==> src/rtl/core/raie_pkg.sv <==
package raie_pkg;

    localparam int MEMORY_BYTES = 16384;

    localparam int WORD_W   = 32;
    localparam int IDX_W    = 4;
    localparam int REG_N    = 16;
    localparam int PC_W     = 14;
    localparam int LEN_W    = 3;
    localparam int ADDR_LOG = $clog2(MEMORY_BYTES);
    localparam int PC_SUM_W = ((PC_W > ADDR_LOG) ? PC_W : ADDR_LOG) + 1;

    localparam int S_DATA_W = 56;
    localparam int M_DATA_W = 56;

    localparam logic [LEN_W-1:0] LEN_NONE  = 3'd0;
    localparam logic [LEN_W-1:0] LEN_SHORT = 3'd2;
    localparam logic [LEN_W-1:0] LEN_LONG  = 3'd4;

    localparam logic [3:0] LONG_FIRST = 4'hA;
    localparam logic [3:0] LONG_LAST  = 4'hD;
    localparam logic [3:0] ALU_LAST   = 4'h6;

    typedef enum logic [3:0] {
        OPC_HALT = 4'h0,
        OPC_ADD  = 4'h1,
        OPC_AND  = 4'h2,
        OPC_DIV  = 4'h3,
        OPC_MUL  = 4'h4,
        OPC_SUB  = 4'h5,
        OPC_OR   = 4'h6
    } opcode_t;

    localparam logic ITEM_EXEC   = 1'b0;
    localparam logic ITEM_PRESET = 1'b1;

    typedef struct packed {
        logic capture;
        logic exec;
        logic start_div;
        logic commit;
    } ctrl_cmd_t;

    typedef struct packed {
        logic is_div;
        logic div_done;
        logic out_free;
    } dp_status_t;

endpackage

==> src/rtl/core/raie_div.sv <==
module raie_div (
    input  logic                        clk,
    input  logic                        rst_n,
    input  logic                        start,
    input  logic [raie_pkg::WORD_W-1:0] dividend,
    input  logic [raie_pkg::WORD_W-1:0] divisor,
    output logic                        done,
    output logic [raie_pkg::WORD_W-1:0] quotient
);

    localparam int CNT_W = $clog2(raie_pkg::WORD_W);

    logic                        busy_reg;
    logic                        done_reg;
    logic [CNT_W-1:0]            cnt_reg;
    logic [raie_pkg::WORD_W-1:0] rem_reg;
    logic [raie_pkg::WORD_W-1:0] quo_reg;
    logic [raie_pkg::WORD_W-1:0] dvs_reg;

    logic [raie_pkg::WORD_W:0]   shifted;
    logic [raie_pkg::WORD_W:0]   diff;
    logic                        qbit;
    logic [raie_pkg::WORD_W-1:0] rem_next;

    // restoring step; divisor zero naturally yields all ones
    always_comb
    begin
        shifted  = {rem_reg, quo_reg[raie_pkg::WORD_W-1]};
        diff     = shifted - {1'b0, dvs_reg};
        qbit     = ~diff[raie_pkg::WORD_W];
        rem_next = qbit ? diff[raie_pkg::WORD_W-1:0] : shifted[raie_pkg::WORD_W-1:0];
    end

    always_ff @(posedge clk or negedge rst_n)
    begin
        if (!rst_n)
        begin
            busy_reg <= 1'b0;
            done_reg <= 1'b0;
            cnt_reg  <= '0;
        end
        else
        begin
            done_reg <= 1'b0;
            if (start)
            begin
                busy_reg <= 1'b1;
                cnt_reg  <= '0;
            end
            else if (busy_reg)
            begin
                cnt_reg <= cnt_reg + 1'b1;
                if (cnt_reg == CNT_W'(raie_pkg::WORD_W - 1))
                begin
                    busy_reg <= 1'b0;
                    done_reg <= 1'b1;
                end
            end
        end
    end

    always_ff @(posedge clk)
    begin
        if (start)
        begin
            rem_reg <= '0;
            quo_reg <= dividend;
            dvs_reg <= divisor;
        end
        else if (busy_reg)
        begin
            rem_reg <= rem_next;
            quo_reg <= {quo_reg[raie_pkg::WORD_W-2:0], qbit};
        end
    end

    assign done     = done_reg;
    assign quotient = quo_reg;

    a_no_restart: assert property (@(posedge clk) disable iff (!rst_n)
        start |-> !busy_reg)
        else $error("divider restarted while busy");

endmodule

==> src/rtl/core/raie_ctrl.sv <==
module raie_ctrl (
    input  logic                 clk,
    input  logic                 rst_n,
    input  logic                 in_valid,
    input  raie_pkg::dp_status_t status,
    output logic                 in_ready,
    output raie_pkg::ctrl_cmd_t  cmd
);

    typedef enum logic [2:0] {
        S_IDLE,
        S_OP,
        S_DIV,
        S_COMMIT
    } state_t;

    state_t state_reg;
    state_t state_next;

    always_comb
    begin
        state_next    = state_reg;
        in_ready      = 1'b0;
        cmd           = '0;
        case (state_reg)
            S_IDLE:
            begin
                in_ready    = 1'b1;
                cmd.capture = in_valid;
                if (in_valid)
                    state_next = S_OP;
            end
            S_OP:
            begin
                if (status.is_div)
                begin
                    cmd.start_div = 1'b1;
                    state_next    = S_DIV;
                end
                else
                begin
                    cmd.exec   = 1'b1;
                    state_next = S_COMMIT;
                end
            end
            S_DIV:
            begin
                if (status.div_done)
                    state_next = S_COMMIT;
            end
            S_COMMIT:
            begin
                if (status.out_free)
                begin
                    cmd.commit = 1'b1;
                    state_next = S_IDLE;
                end
            end
            default:
            begin
                state_next = S_IDLE;
            end
        endcase
    end

    always_ff @(posedge clk or negedge rst_n)
    begin
        if (!rst_n)
            state_reg <= S_IDLE;
        else
            state_reg <= state_next;
    end

    a_div_to_commit: assert property (@(posedge clk) disable iff (!rst_n)
        (state_reg == S_DIV && status.div_done) |=> state_reg == S_COMMIT)
        else $error("divider completion not followed by commit");

endmodule

==> src/rtl/core/raie_dpath.sv <==
module raie_dpath (
    input  logic                          clk,
    input  logic                          rst_n,
    input  raie_pkg::ctrl_cmd_t           cmd,
    input  logic                          in_op,
    input  logic [raie_pkg::S_DATA_W-1:0] in_data,
    input  logic                          out_ready,
    output raie_pkg::dp_status_t          status,
    output logic                          out_valid,
    output logic [raie_pkg::M_DATA_W-1:0] out_data
);

    // register file: 16 entries, valid bits give the reset value of zero
    logic [raie_pkg::WORD_W-1:0] rf_mem [raie_pkg::REG_N];
    logic [raie_pkg::REG_N-1:0]  rf_valid_reg;
    logic [raie_pkg::WORD_W-1:0] rs1_reg;
    logic [raie_pkg::WORD_W-1:0] rs2_reg;

    logic                        op_reg;
    logic [7:0]                  b0_reg;
    logic [7:0]                  b1_reg;
    logic [raie_pkg::IDX_W-1:0]  lidx_reg;
    logic [raie_pkg::WORD_W-1:0] lval_reg;

    logic [raie_pkg::WORD_W-1:0] result_reg;
    logic [raie_pkg::PC_W-1:0]   pc_reg;
    logic                        halt_reg;
    logic                        out_valid_reg;
    logic [raie_pkg::M_DATA_W-1:0] out_data_reg;

    logic [raie_pkg::IDX_W-1:0]  rs1_addr;
    logic [raie_pkg::IDX_W-1:0]  rs2_addr;
    logic [3:0]                  opcode;
    logic                        is_alu;
    logic                        div_done;
    logic [raie_pkg::WORD_W-1:0] div_q;
    logic [2*raie_pkg::WORD_W-1:0] product;
    logic [raie_pkg::WORD_W-1:0] alu_out;

    logic                        we_next;
    logic [raie_pkg::IDX_W-1:0]  widx_next;
    logic [raie_pkg::WORD_W-1:0] wval_next;
    logic [raie_pkg::LEN_W-1:0]  len_next;
    logic                        halt_next;
    logic [raie_pkg::PC_SUM_W-1:0] pc_sum;
    logic [raie_pkg::PC_SUM_W-1:0] pc_wrap;
    logic [raie_pkg::PC_W-1:0]   pc_next;

    assign rs1_addr = in_data[3:0];
    assign rs2_addr = in_data[15:12];
    assign opcode   = b0_reg[7:4];
    assign is_alu   = (opcode != raie_pkg::OPC_HALT) && (opcode <= raie_pkg::ALU_LAST);

    assign status.is_div   = (op_reg == raie_pkg::ITEM_EXEC) && !halt_reg
                             && (opcode == raie_pkg::OPC_DIV);
    assign status.div_done = div_done;
    assign status.out_free = !out_valid_reg || out_ready;

    raie_div u_div (
        .clk      (clk),
        .rst_n    (rst_n),
        .start    (cmd.start_div),
        .dividend (rs1_reg),
        .divisor  (rs2_reg),
        .done     (div_done),
        .quotient (div_q)
    );

    assign product = rs1_reg * rs2_reg;

    always_comb
    begin
        case (opcode)
            raie_pkg::OPC_ADD: alu_out = rs1_reg + rs2_reg;
            raie_pkg::OPC_AND: alu_out = rs1_reg & rs2_reg;
            raie_pkg::OPC_MUL: alu_out = product[raie_pkg::WORD_W-1:0];
            raie_pkg::OPC_SUB: alu_out = rs1_reg - rs2_reg;
            raie_pkg::OPC_OR:  alu_out = rs1_reg | rs2_reg;
            default:           alu_out = rs1_reg | rs2_reg;
        endcase
    end

    always_comb
    begin
        we_next   = 1'b0;
        widx_next = '0;
        wval_next = '0;
        len_next  = raie_pkg::LEN_NONE;
        halt_next = halt_reg;
        if (op_reg == raie_pkg::ITEM_PRESET)
        begin
            we_next   = 1'b1;
            widx_next = lidx_reg;
            wval_next = lval_reg;
        end
        else if (!halt_reg)
        begin
            len_next = ((opcode >= raie_pkg::LONG_FIRST) && (opcode <= raie_pkg::LONG_LAST))
                       ? raie_pkg::LEN_LONG : raie_pkg::LEN_SHORT;
            if (opcode == raie_pkg::OPC_HALT)
                halt_next = 1'b1;
            else if (is_alu)
            begin
                we_next   = 1'b1;
                widx_next = b1_reg[3:0];
                wval_next = result_reg;
            end
        end
        pc_sum  = raie_pkg::PC_SUM_W'(pc_reg) + raie_pkg::PC_SUM_W'(len_next);
        pc_wrap = (pc_sum >= raie_pkg::PC_SUM_W'(raie_pkg::MEMORY_BYTES))
                  ? pc_sum - raie_pkg::PC_SUM_W'(raie_pkg::MEMORY_BYTES) : pc_sum;
        pc_next = pc_wrap[raie_pkg::PC_W-1:0];
    end

    always_ff @(posedge clk or negedge rst_n)
    begin
        if (!rst_n)
        begin
            rf_valid_reg  <= '0;
            pc_reg        <= '0;
            halt_reg      <= 1'b0;
            out_valid_reg <= 1'b0;
        end
        else
        begin
            if (cmd.commit)
            begin
                if (we_next)
                    rf_valid_reg[widx_next] <= 1'b1;
                pc_reg        <= pc_next;
                halt_reg      <= halt_next;
                out_valid_reg <= 1'b1;
            end
            else if (out_ready)
                out_valid_reg <= 1'b0;
        end
    end

    always_ff @(posedge clk)
    begin
        if (cmd.capture)
        begin
            op_reg   <= in_op;
            b0_reg   <= in_data[7:0];
            b1_reg   <= in_data[15:8];
            lidx_reg <= in_data[19:16];
            lval_reg <= in_data[51:20];
            rs1_reg  <= rf_valid_reg[rs1_addr] ? rf_mem[rs1_addr] : '0;
            rs2_reg  <= rf_valid_reg[rs2_addr] ? rf_mem[rs2_addr] : '0;
        end
        if (cmd.exec)
            result_reg <= alu_out;
        else if (div_done)
            result_reg <= div_q;
        if (cmd.commit)
        begin
            if (we_next)
                rf_mem[widx_next] <= wval_next;
            out_data_reg <= {1'b0, pc_next, len_next, halt_next, wval_next, widx_next, we_next};
        end
    end

    assign out_valid = out_valid_reg;
    assign out_data  = out_data_reg;

    a_commit_free: assert property (@(posedge clk) disable iff (!rst_n)
        cmd.commit |-> (!out_valid_reg || out_ready))
        else $error("result overwritten before transaction completed");

    a_halt_sticky: assert property (@(posedge clk) disable iff (!rst_n)
        halt_reg |=> halt_reg)
        else $error("halt flag cleared without reset");

endmodule

==> src/rtl/core/register_alu_instruction_executor.sv <==
// Executes one instruction or register preset per input transaction against a
// 16 x 32-bit register file, a 14-bit program counter and a halt flag, and
// returns exactly one result transaction per input. A transaction is taken only
// while the block is idle; add, and, multiply, subtract, or, preset, halt and
// PC-only instructions go from capture through execute to commit, and unsigned
// divide waits in between for the radix-2 iterative divider that resolves one
// quotient bit per cycle. A pending result sits in an output register, so the
// next transaction is accepted while it waits to be taken. The register file
// reads as zero after reset without a clearing pass.
module register_alu_instruction_executor (
    input  logic                          clk,
    input  logic                          rst_n,
    input  logic                          s_axis_tvalid,
    output logic                          s_axis_tready,
    // [7:0] first_byte, [15:8] second_byte, [19:16] load_index,
    // [51:20] load_value, [55:52] zero
    input  logic [raie_pkg::S_DATA_W-1:0] s_axis_tdata,
    // [0] op
    input  logic                          s_axis_tuser,
    output logic                          m_axis_tvalid,
    input  logic                          m_axis_tready,
    // [0] write_enable, [4:1] write_index, [36:5] write_value, [37] halted,
    // [40:38] instr_length, [54:41] next_pc, [55] zero
    output logic [raie_pkg::M_DATA_W-1:0] m_axis_tdata
);

    raie_pkg::ctrl_cmd_t  cmd;
    raie_pkg::dp_status_t status;

    raie_ctrl u_ctrl (
        .clk      (clk),
        .rst_n    (rst_n),
        .in_valid (s_axis_tvalid),
        .status   (status),
        .in_ready (s_axis_tready),
        .cmd      (cmd)
    );

    raie_dpath u_dpath (
        .clk       (clk),
        .rst_n     (rst_n),
        .cmd       (cmd),
        .in_op     (s_axis_tuser),
        .in_data   (s_axis_tdata),
        .out_ready (m_axis_tready),
        .status    (status),
        .out_valid (m_axis_tvalid),
        .out_data  (m_axis_tdata)
    );

endmodule

==> config.mk <==
export PLATFORM = sky130hd
export DESIGN_NAME = register_alu_instruction_executor
export DESIGN_NICKNAME = d
export VERILOG_FILES = /design/src/rtl/core/raie_pkg.sv /design/src/rtl/core/raie_div.sv /design/src/rtl/core/raie_ctrl.sv /design/src/rtl/core/raie_dpath.sv /design/src/rtl/core/register_alu_instruction_executor.sv
export SDC_FILE = /design/constraint.sdc
export NUM_CORES = 2
export LEC_CHECK = 0
export BUFFER_PORTS_ARGS = -buffer_cell sky130_fd_sc_hd__buf_2
export CAP_MARGIN = 20
export CELL_PAD_IN_SITES_DETAIL_PLACEMENT = 0
export CELL_PAD_IN_SITES_GLOBAL_PLACEMENT = 1
export CORE_MARGIN = 8
export CORE_UTILIZATION = 58
export DETAILED_ROUTE_END_ITERATION = 8
export HOLD_SLACK_MARGIN = 0.1
export PLACE_DENSITY = 0.9
export SETUP_SLACK_MARGIN = 0.02
export SYNTH_ARGS = -nofsm -noshare
export SYNTH_HDL_FRONTEND = slang
export SYNTH_SLANG_ARGS = --single-unit
==> constraint.sdc <==
create_clock -name clk -period 14.7 [get_ports clk]
set_input_delay 0.735 -clock clk [delete_from_list [all_inputs] [get_ports clk]]
set_output_delay 0.735 -clock clk [all_outputs]
set_load 0.01 [all_outputs]
# [Word-level counts from Yosys, hierarchy flattened]
# Memories as Yosys holds them, arrays and structs flattened. A register that Yosys moved wholly into a read port is not among the register bits.
# Cells that the tools add are included.
[word_totals] regBits=274 ram_bits=512 input_bits=61 out_inout_bits=58 word_cells=125 memories=1
[classes] n_addsub=6 multipliers=1 magnitude_cmp=8 eq_ne=12 mux=56 bitwise=5 n_reduce_logical=18
[mem_list] name="u_dpath.rf_mem" words=16 width=32 read_ports=2 rd_clocked_by_memory_dff=2 write_ports=1 line="raie_dpath.sv:14" source="logic [raie_pkg::WORD_W-1:0] rf_mem [raie_pkg::REG_N];"
[ops] operator="two-way mux 32 bit" n=9
[ops] operator="case mux 32 bit (4 select lines)" n=1
[ops] operator="subtractor 33 x 32 -> 33 bit" n=1
[ops] operator="adder 32 bit" n=1
[ops] operator="AND 32 bit" n=1
[ops] operator="multiplier 32 x 32 -> 32 bit" n=1
[ops] operator="bitwise OR 32 bit" n=1
[ops] operator="subtractor 32 bit" n=1
[ops] operator="two-way mux 1 bit" n=28
[ops] operator="two-way mux 3 bit" n=6
[ops] operator="two-way mux 4 bit" n=4
[ops] operator="bitwise OR 16 bit" n=1
[ops] operator="adder 14 x 3 -> 15 bit" n=1
[ops] operator=">= comparator 15 bit (second input constant)" n=1
[ops] operator="< comparator 4 x 5 -> 1 bit (second input constant)" n=3
[ops] operator="two-way mux 14 bit" n=1
[ops] operator="subtractor 14 x 1 -> 14 bit (second input constant)" n=1
[ops] operator="case mux 3 bit (4 select lines)" n=1
[ops] operator="two-way mux 5 bit" n=2
[ops] operator="binary-select mux 1 bit (select 4 bit)" n=2
[ops] operator="equality test 4 x 2 -> 1 bit (second input constant)" n=2
[ops] operator="equality test 4 x 3 -> 1 bit (second input constant)" n=2
[ops] operator="equality test 3 x 2 -> 1 bit (second input constant)" n=2
[ops] operator="nonzero test 2 bit" n=3
[ops] operator="21 further kinds" n=30

# [Longest topological paths before layout]
[logic_depth] ltp_word=11 depth_mapped=28 ltp_nobuf=26

# [By module]
# From an unflattened synthesis, not the netlist that was laid out.
[hier_totals] cells_unflattened=4363 area_unflattened_um2=56690.6
[by_module_without_submodules] mod="raie_dpath" n_inst=1 cells_each=3794 area_per_inst_um2=50641.1 seq_area_each_um2=21976.1
[by_module_without_submodules] mod="raie_div" n_inst=1 cells_each=549 area_per_inst_um2=5865.6 seq_area_each_um2=2737.6
[by_module_without_submodules] mod="raie_ctrl" n_inst=1 cells_each=20 area_per_inst_um2=183.9 seq_area_each_um2=50.0

# [Worst setup path before layout]
# No wires, ideal clock.
[synth_path] path_kind="flip-flop to flip-flop" start="register u_dpath.rs2_reg[8] (netlist bit) (read register of u_dpath.rf_mem)" end="register u_dpath.result_reg[29] (netlist bit) (data pin)" setup_time_ns=0.263 t_arrival_ns=6.839 required_ns=14.437 setup_slack_ns=7.597 stages_incl_launch_ff=23 path_buffers=2 synth_period_minus_slack_ns=7.103 cell_sequence="edfxtp_1 -> clkbuf_1 -> buf_1 -> nand2_1 -> fa_1 -> fa_1 -> fa_1 -> fa_1 -> fa_1 -> inv_1 -> fa_1 -> fa_1 -> fa_1 -> ha_1 -> nand3_1 -> a2111oi_0 -> a21bo_2 -> a21oi_1 -> o21bai_1 -> and2_1 -> xnor2_1 -> a211oi_1 -> a21oi_1"
[synth_between] elab_chain_len=3 word_cells_on_any_way=5 classes_between="add/sub: 2; mul: 1; mux: 2"
[synth_rtl] item="from (decl)" line="raie_dpath.sv:17" source="logic [raie_pkg::WORD_W-1:0] rs2_reg;"
[synth_rtl] item="multiplier 32 x 32 -> 32 bit, or another cell as far along" line="raie_dpath.sv:69" source="assign product = rs1_reg * rs2_reg;"
[synth_rtl] item="case mux 32 bit (4 select lines) *" line="raie_dpath.sv:73" source="case (opcode)"
[synth_rtl] item="two-way mux 32 bit *" line="raie_dpath.sv:151" source="if (cmd.exec)"
[synth_rtl] item="to (signal assigned)" line="raie_dpath.sv:152" source="result_reg <= alu_out;"
[synth_rtl] item="to (signal assigned)" line="raie_dpath.sv:154" source="result_reg <= div_q;"
[synth_rtl] item="to (decl)" line="raie_dpath.sv:25" source="logic [raie_pkg::WORD_W-1:0] result_reg;"
# Every way passes the cells marked *; elsewhere a longest branch is shown, timed or not.
# A chain may end at the register's enable or synchronous reset.

# [Final worst setup path]
[layout_path] start="register u_dpath.rs1_reg[8] (netlist bit) (read register of u_dpath.rf_mem)" end="register u_dpath.result_reg[25] (netlist bit) (data pin)"
[layout_between] elab_chain_len=3 word_cells_on_any_way=5 classes_between="add/sub: 2; mul: 1; mux: 2"
[layout_rtl] item="from (decl)" line="raie_dpath.sv:16" source="logic [raie_pkg::WORD_W-1:0] rs1_reg;"
[layout_rtl] item="multiplier 32 x 32 -> 32 bit, or another cell as far along" line="raie_dpath.sv:69"
[layout_rtl] item="case mux 32 bit (4 select lines) *" line="raie_dpath.sv:73"
[layout_rtl] item="two-way mux 32 bit *" line="raie_dpath.sv:151"
# Marked as above.

==> reports/metrics.json <==
{
  "yosys": {
    "synth_enable_flop_cells": 770,
    "synth_area_per_cell_um2": 12.93,
    "syn_area_um2": 56360,
    "yosysTopAreaCellShare_pct": 41.03,
    "synthesis.yosys.warnings": 0,
    "postSynthCellCount": 4359,
    "synth_top_cell_by_area": "sky130_fd_sc_hd__edfxtp_1",
    "ys.flop_type": "sky130_fd_sc_hd__edfxtp_1",
    "yosys.cell_types.count": 83,
    "ys_seq_area_share_pct": 43.94,
    "synth_async_sr_flop_share_pct": 4.751,
    "post_synth_main_area_contributors": "sky130_fd_sc_hd__edfxtp_1 41%, sky130_fd_sc_hd__fa_1 15%, sky130_fd_sc_hd__mux4_2 13%",
    "netlist_top_cells_count": "770 x sky130_fd_sc_hd__edfxtp_1, 513 x sky130_fd_sc_hd__nand2_1, 441 x sky130_fd_sc_hd__inv_1",
    "yosys_register_bits": 842,
    "post-synth-top-count-cell": "sky130_fd_sc_hd__edfxtp_1"
  },
  "floorplan": {
    "pin_count": 119,
    "floorplan.initialDensity_pct": 58.36,
    "fp.dieW_um": 327.7,
    "core_um2": 96570,
    "placement_rows": 114,
    "dieHeight_um": 327.7,
    "floorplan.die_area_um2": 107400
  },
  "routing": {
    "wirelength_um": 160000,
    "first_pass_iters": 6,
    "post_drt_via_cell_ratio": 6.514,
    "dr_total_vias": 37510,
    "first_iter_violations": 4553,
    "drt_drc_violations_left": 0,
    "route.antenna.remaining_nets": 0,
    "routed_wire_length_per_instance_um": 27.79
  },
  "critical_path": {
    "endpoint_kind": "flip-flop",
    "worstPathArrival_ns": 8.60,
    "startpoint": "u_dpath.rs1_reg[8]",
    "timing.critical_path.fanout_max": 16,
    "critical_path.reg2reg.endpoint": "u_dpath.result_reg[25]",
    "crit_required_ns": 15.04,
    "regToRegStartpoint": "u_dpath.rs1_reg[8]",
    "critical_path.startpoint_type": "flip-flop",
    "worstRegToRegCells": 22,
    "setup_crit_path_kind": "flip-flop to flip-flop",
    "reg2reg_setup_slack_ns": 6.44
  },
  "placement": {
    "place.detailed.hpwl_um": 96550,
    "placer_congestion_estimate": 0.9470,
    "i_o_buffers": 111
  },
  "layout": {
    "largest_register_ff_count": 512,
    "layout.nets": 5079,
    "areaGrowthSynthToFinish_pct": 8.940,
    "share_of_cells_above_drive_strength_1_pct": 16.54,
    "layout.filler_cells": 6935
  },
  "clocking": {
    "cts-root-to-sink-buffers": 3,
    "clock_transition_at_the_registers_of_the_reported_paths_ns": 0.06,
    "cts_max_level": 3,
    "clkLatencyLatePin_ns": 0.69,
    "cts_root_buffer": "sky130_fd_sc_hd__clkbuf_16",
    "number_of_buffers_inserted_during_clock_tree_synthesis": 85,
    "cts.repair_timing.setup_buffer_count": 0,
    "post_cts_resized": 0,
    "cts_tree": "built",
    "tritoncts_num_sinks": 842
  },
  "grt": {
    "final_global_route_overflow_total": 0,
    "first_global_vias": 38770,
    "grt_antenna_before_repair": 8,
    "global_route_wire_length_before_repair_um": 242500,
    "grt_start_max_net_pins": 79,
    "grtUsageTotal_pct": 29.83
  },
  "flow_run": {
    "max_cap_viol_count": 0
  },
  "sta": {
    "worst-slew-pin-transition_ns": 1.239,
    "grt_setup_unrepaired": "no",
    "min_period_over_period_pct": 56.22,
    "drv_slew": 0,
    "fin_crit_ns": 8.265,
    "max_freq_mhz": 121.0,
    "timing.slew.headroom_pct": 16.86,
    "finalSetupViolCount": 0,
    "hold_viol": 0,
    "timing.setup.tns_ns": 0,
    "fin_worst_skew_ns": 0.05180
  },
  "min_path": {
    "worst_hold_endpoint": "u_dpath.op_reg",
    "hold_crit_class": "primary input to flip-flop",
    "hp-start": "s_axis_tuser",
    "timing.hold.worst_path_depth": 1
  },
  "status": {
    "status": "complete, no violations"
  }
}
[worst max path at each step]
stage                             end  slack, ns  cells past startpoint
2_1_floorplan  u_dpath.result_reg[29]       7.60                     22
3_3_place_gp   u_dpath.result_reg[25]       6.61                     22
3_5_place_dp   u_dpath.result_reg[29]       6.59                     23
4_1_cts        u_dpath.result_reg[25]       6.49                     22
5_1_grt        u_dpath.result_reg[25]       6.16                     22
6_report       u_dpath.result_reg[25]       6.44                     22
[cell families (layout without fill, tap and decap cells)]
group | after synthesis | count (layout) | share of synthesized area (%)
simple gates | 1183 | 1183 | 10.39
flops | 842 | 842 | 43.94
buf+inv | 711 | 830 | 4.780
fa+ha+maj | 608 | 608 | 18.97
compound gates | 458 | 458 | 5.159
mux | 371 | 371 | 13.88
xor+xnor | 185 | 185 | 2.875
other cells | 1 | 5 | 0.006654
[metrics by stage]
| step | cell area [um^2] | hold slack, ns | std cells | utilization, % | setup WS [ns] |
|---|---|---|---|---|---|
| floorplan | 56370 | 0.4206 | 4361 | - | 7.597 |
| global route | 61390 | 0.1990 | 5756 | 63.58 | 6.158 |
| global placement | 58450 | 0.4655 | 5582 | 60.53 | 6.612 |
| finish | 61400 | 0.2215 | 5758 | 63.58 | 6.435 |
| detailed placement | 58480 | 0.4719 | 5585 | 60.56 | 6.592 |
| CTS | 61230 | 0.1907 | 5742 | 63.41 | 6.492 |
[routing by layer]
layer / vias up / routed length [um] / track usage (%)
li1: 15450 / - / -
met1: 19020 / 58160 / 39.31
met2: 2502 / 76730 / 48.53
met3: 542 / 16760 / 5.507
met4: 0 / 8356 / 13.51
met5: - / 0 / 0
[repair_timing]
action / CTS / global route
endpoints found under the hold margin: 0 / 16
hold buffers: 0 / 1
endpoints found under the setup margin: 0 / 0
[cell type report]
| type | instances | area, um^2 | share of cell area, % |
|---|---|---|---|
| Antenna cell | 2 | 5.005 | 0.008151 |
| Clock buffer | 115 | 2270 | 3.697 |
| Clock inverter | 42 | 481.7 | 0.7846 |
| Inverter | 441 | 1655 | 2.696 |
| Multi-Input combinational cell | 2808 | 29070 | 47.35 |
| Sequential cell | 842 | 24770 | 40.34 |
| Tap cell | 1276 | 1597 | 2.600 |
| Timing Repair Buffer | 232 | 1551 | 2.527 |
[placed cells by master (no fill, tap or decap), types with 113 or more instances in the layout]
| master | synthesis | routed |
|---|---|---|
| sky130_fd_sc_hd__fa_1 | 411 | 411 |
| sky130_fd_sc_hd__nand2_1 | 513 | 512 |
| sky130_fd_sc_hd__buf_4 | 3 | 114 |
| sky130_fd_sc_hd__xnor2_1 | 131 | 130 |
| sky130_fd_sc_hd__edfxtp_1 | 770 | 770 |
| sky130_fd_sc_hd__ha_1 | 197 | 197 |
| sky130_fd_sc_hd__mux4_2 | 328 | 328 |
| sky130_fd_sc_hd__inv_1 | 441 | 440 |
| sky130_fd_sc_hd__o21ai_0 | 138 | 113 |
| sky130_fd_sc_hd__and2_1 | 310 | 308 |
[worst max-delay path, stage by stage, from the launching register on]
cell	delay (ns)
sky130_fd_sc_hd__edfxtp_1	0.78
sky130_fd_sc_hd__buf_4	0.38
sky130_fd_sc_hd__inv_1	0.20
sky130_fd_sc_hd__nor2_1	0.25
sky130_fd_sc_hd__fa_1	0.48
sky130_fd_sc_hd__fa_1	0.52
sky130_fd_sc_hd__inv_1	0.05
sky130_fd_sc_hd__fa_1	0.45
sky130_fd_sc_hd__fa_1	0.49
sky130_fd_sc_hd__fa_1	0.55
sky130_fd_sc_hd__inv_1	0.05
sky130_fd_sc_hd__fa_1	0.44
sky130_fd_sc_hd__fa_1	0.53
sky130_fd_sc_hd__fa_1	0.43
sky130_fd_sc_hd__ha_1	0.39
sky130_fd_sc_hd__nand3_1	0.18
sky130_fd_sc_hd__a2111oi_0	0.39
sky130_fd_sc_hd__a21bo_2	0.28
sky130_fd_sc_hd__and2_1	0.16
sky130_fd_sc_hd__xnor2_1	0.16
sky130_fd_sc_hd__nor2_1	0.12
sky130_fd_sc_hd__a2111oi_0	0.38
sky130_fd_sc_hd__o21ai_0	0.26
Power is not shown: default switching activity piles up to over one toggle a cycle in this logic, so the estimate is an artifact.
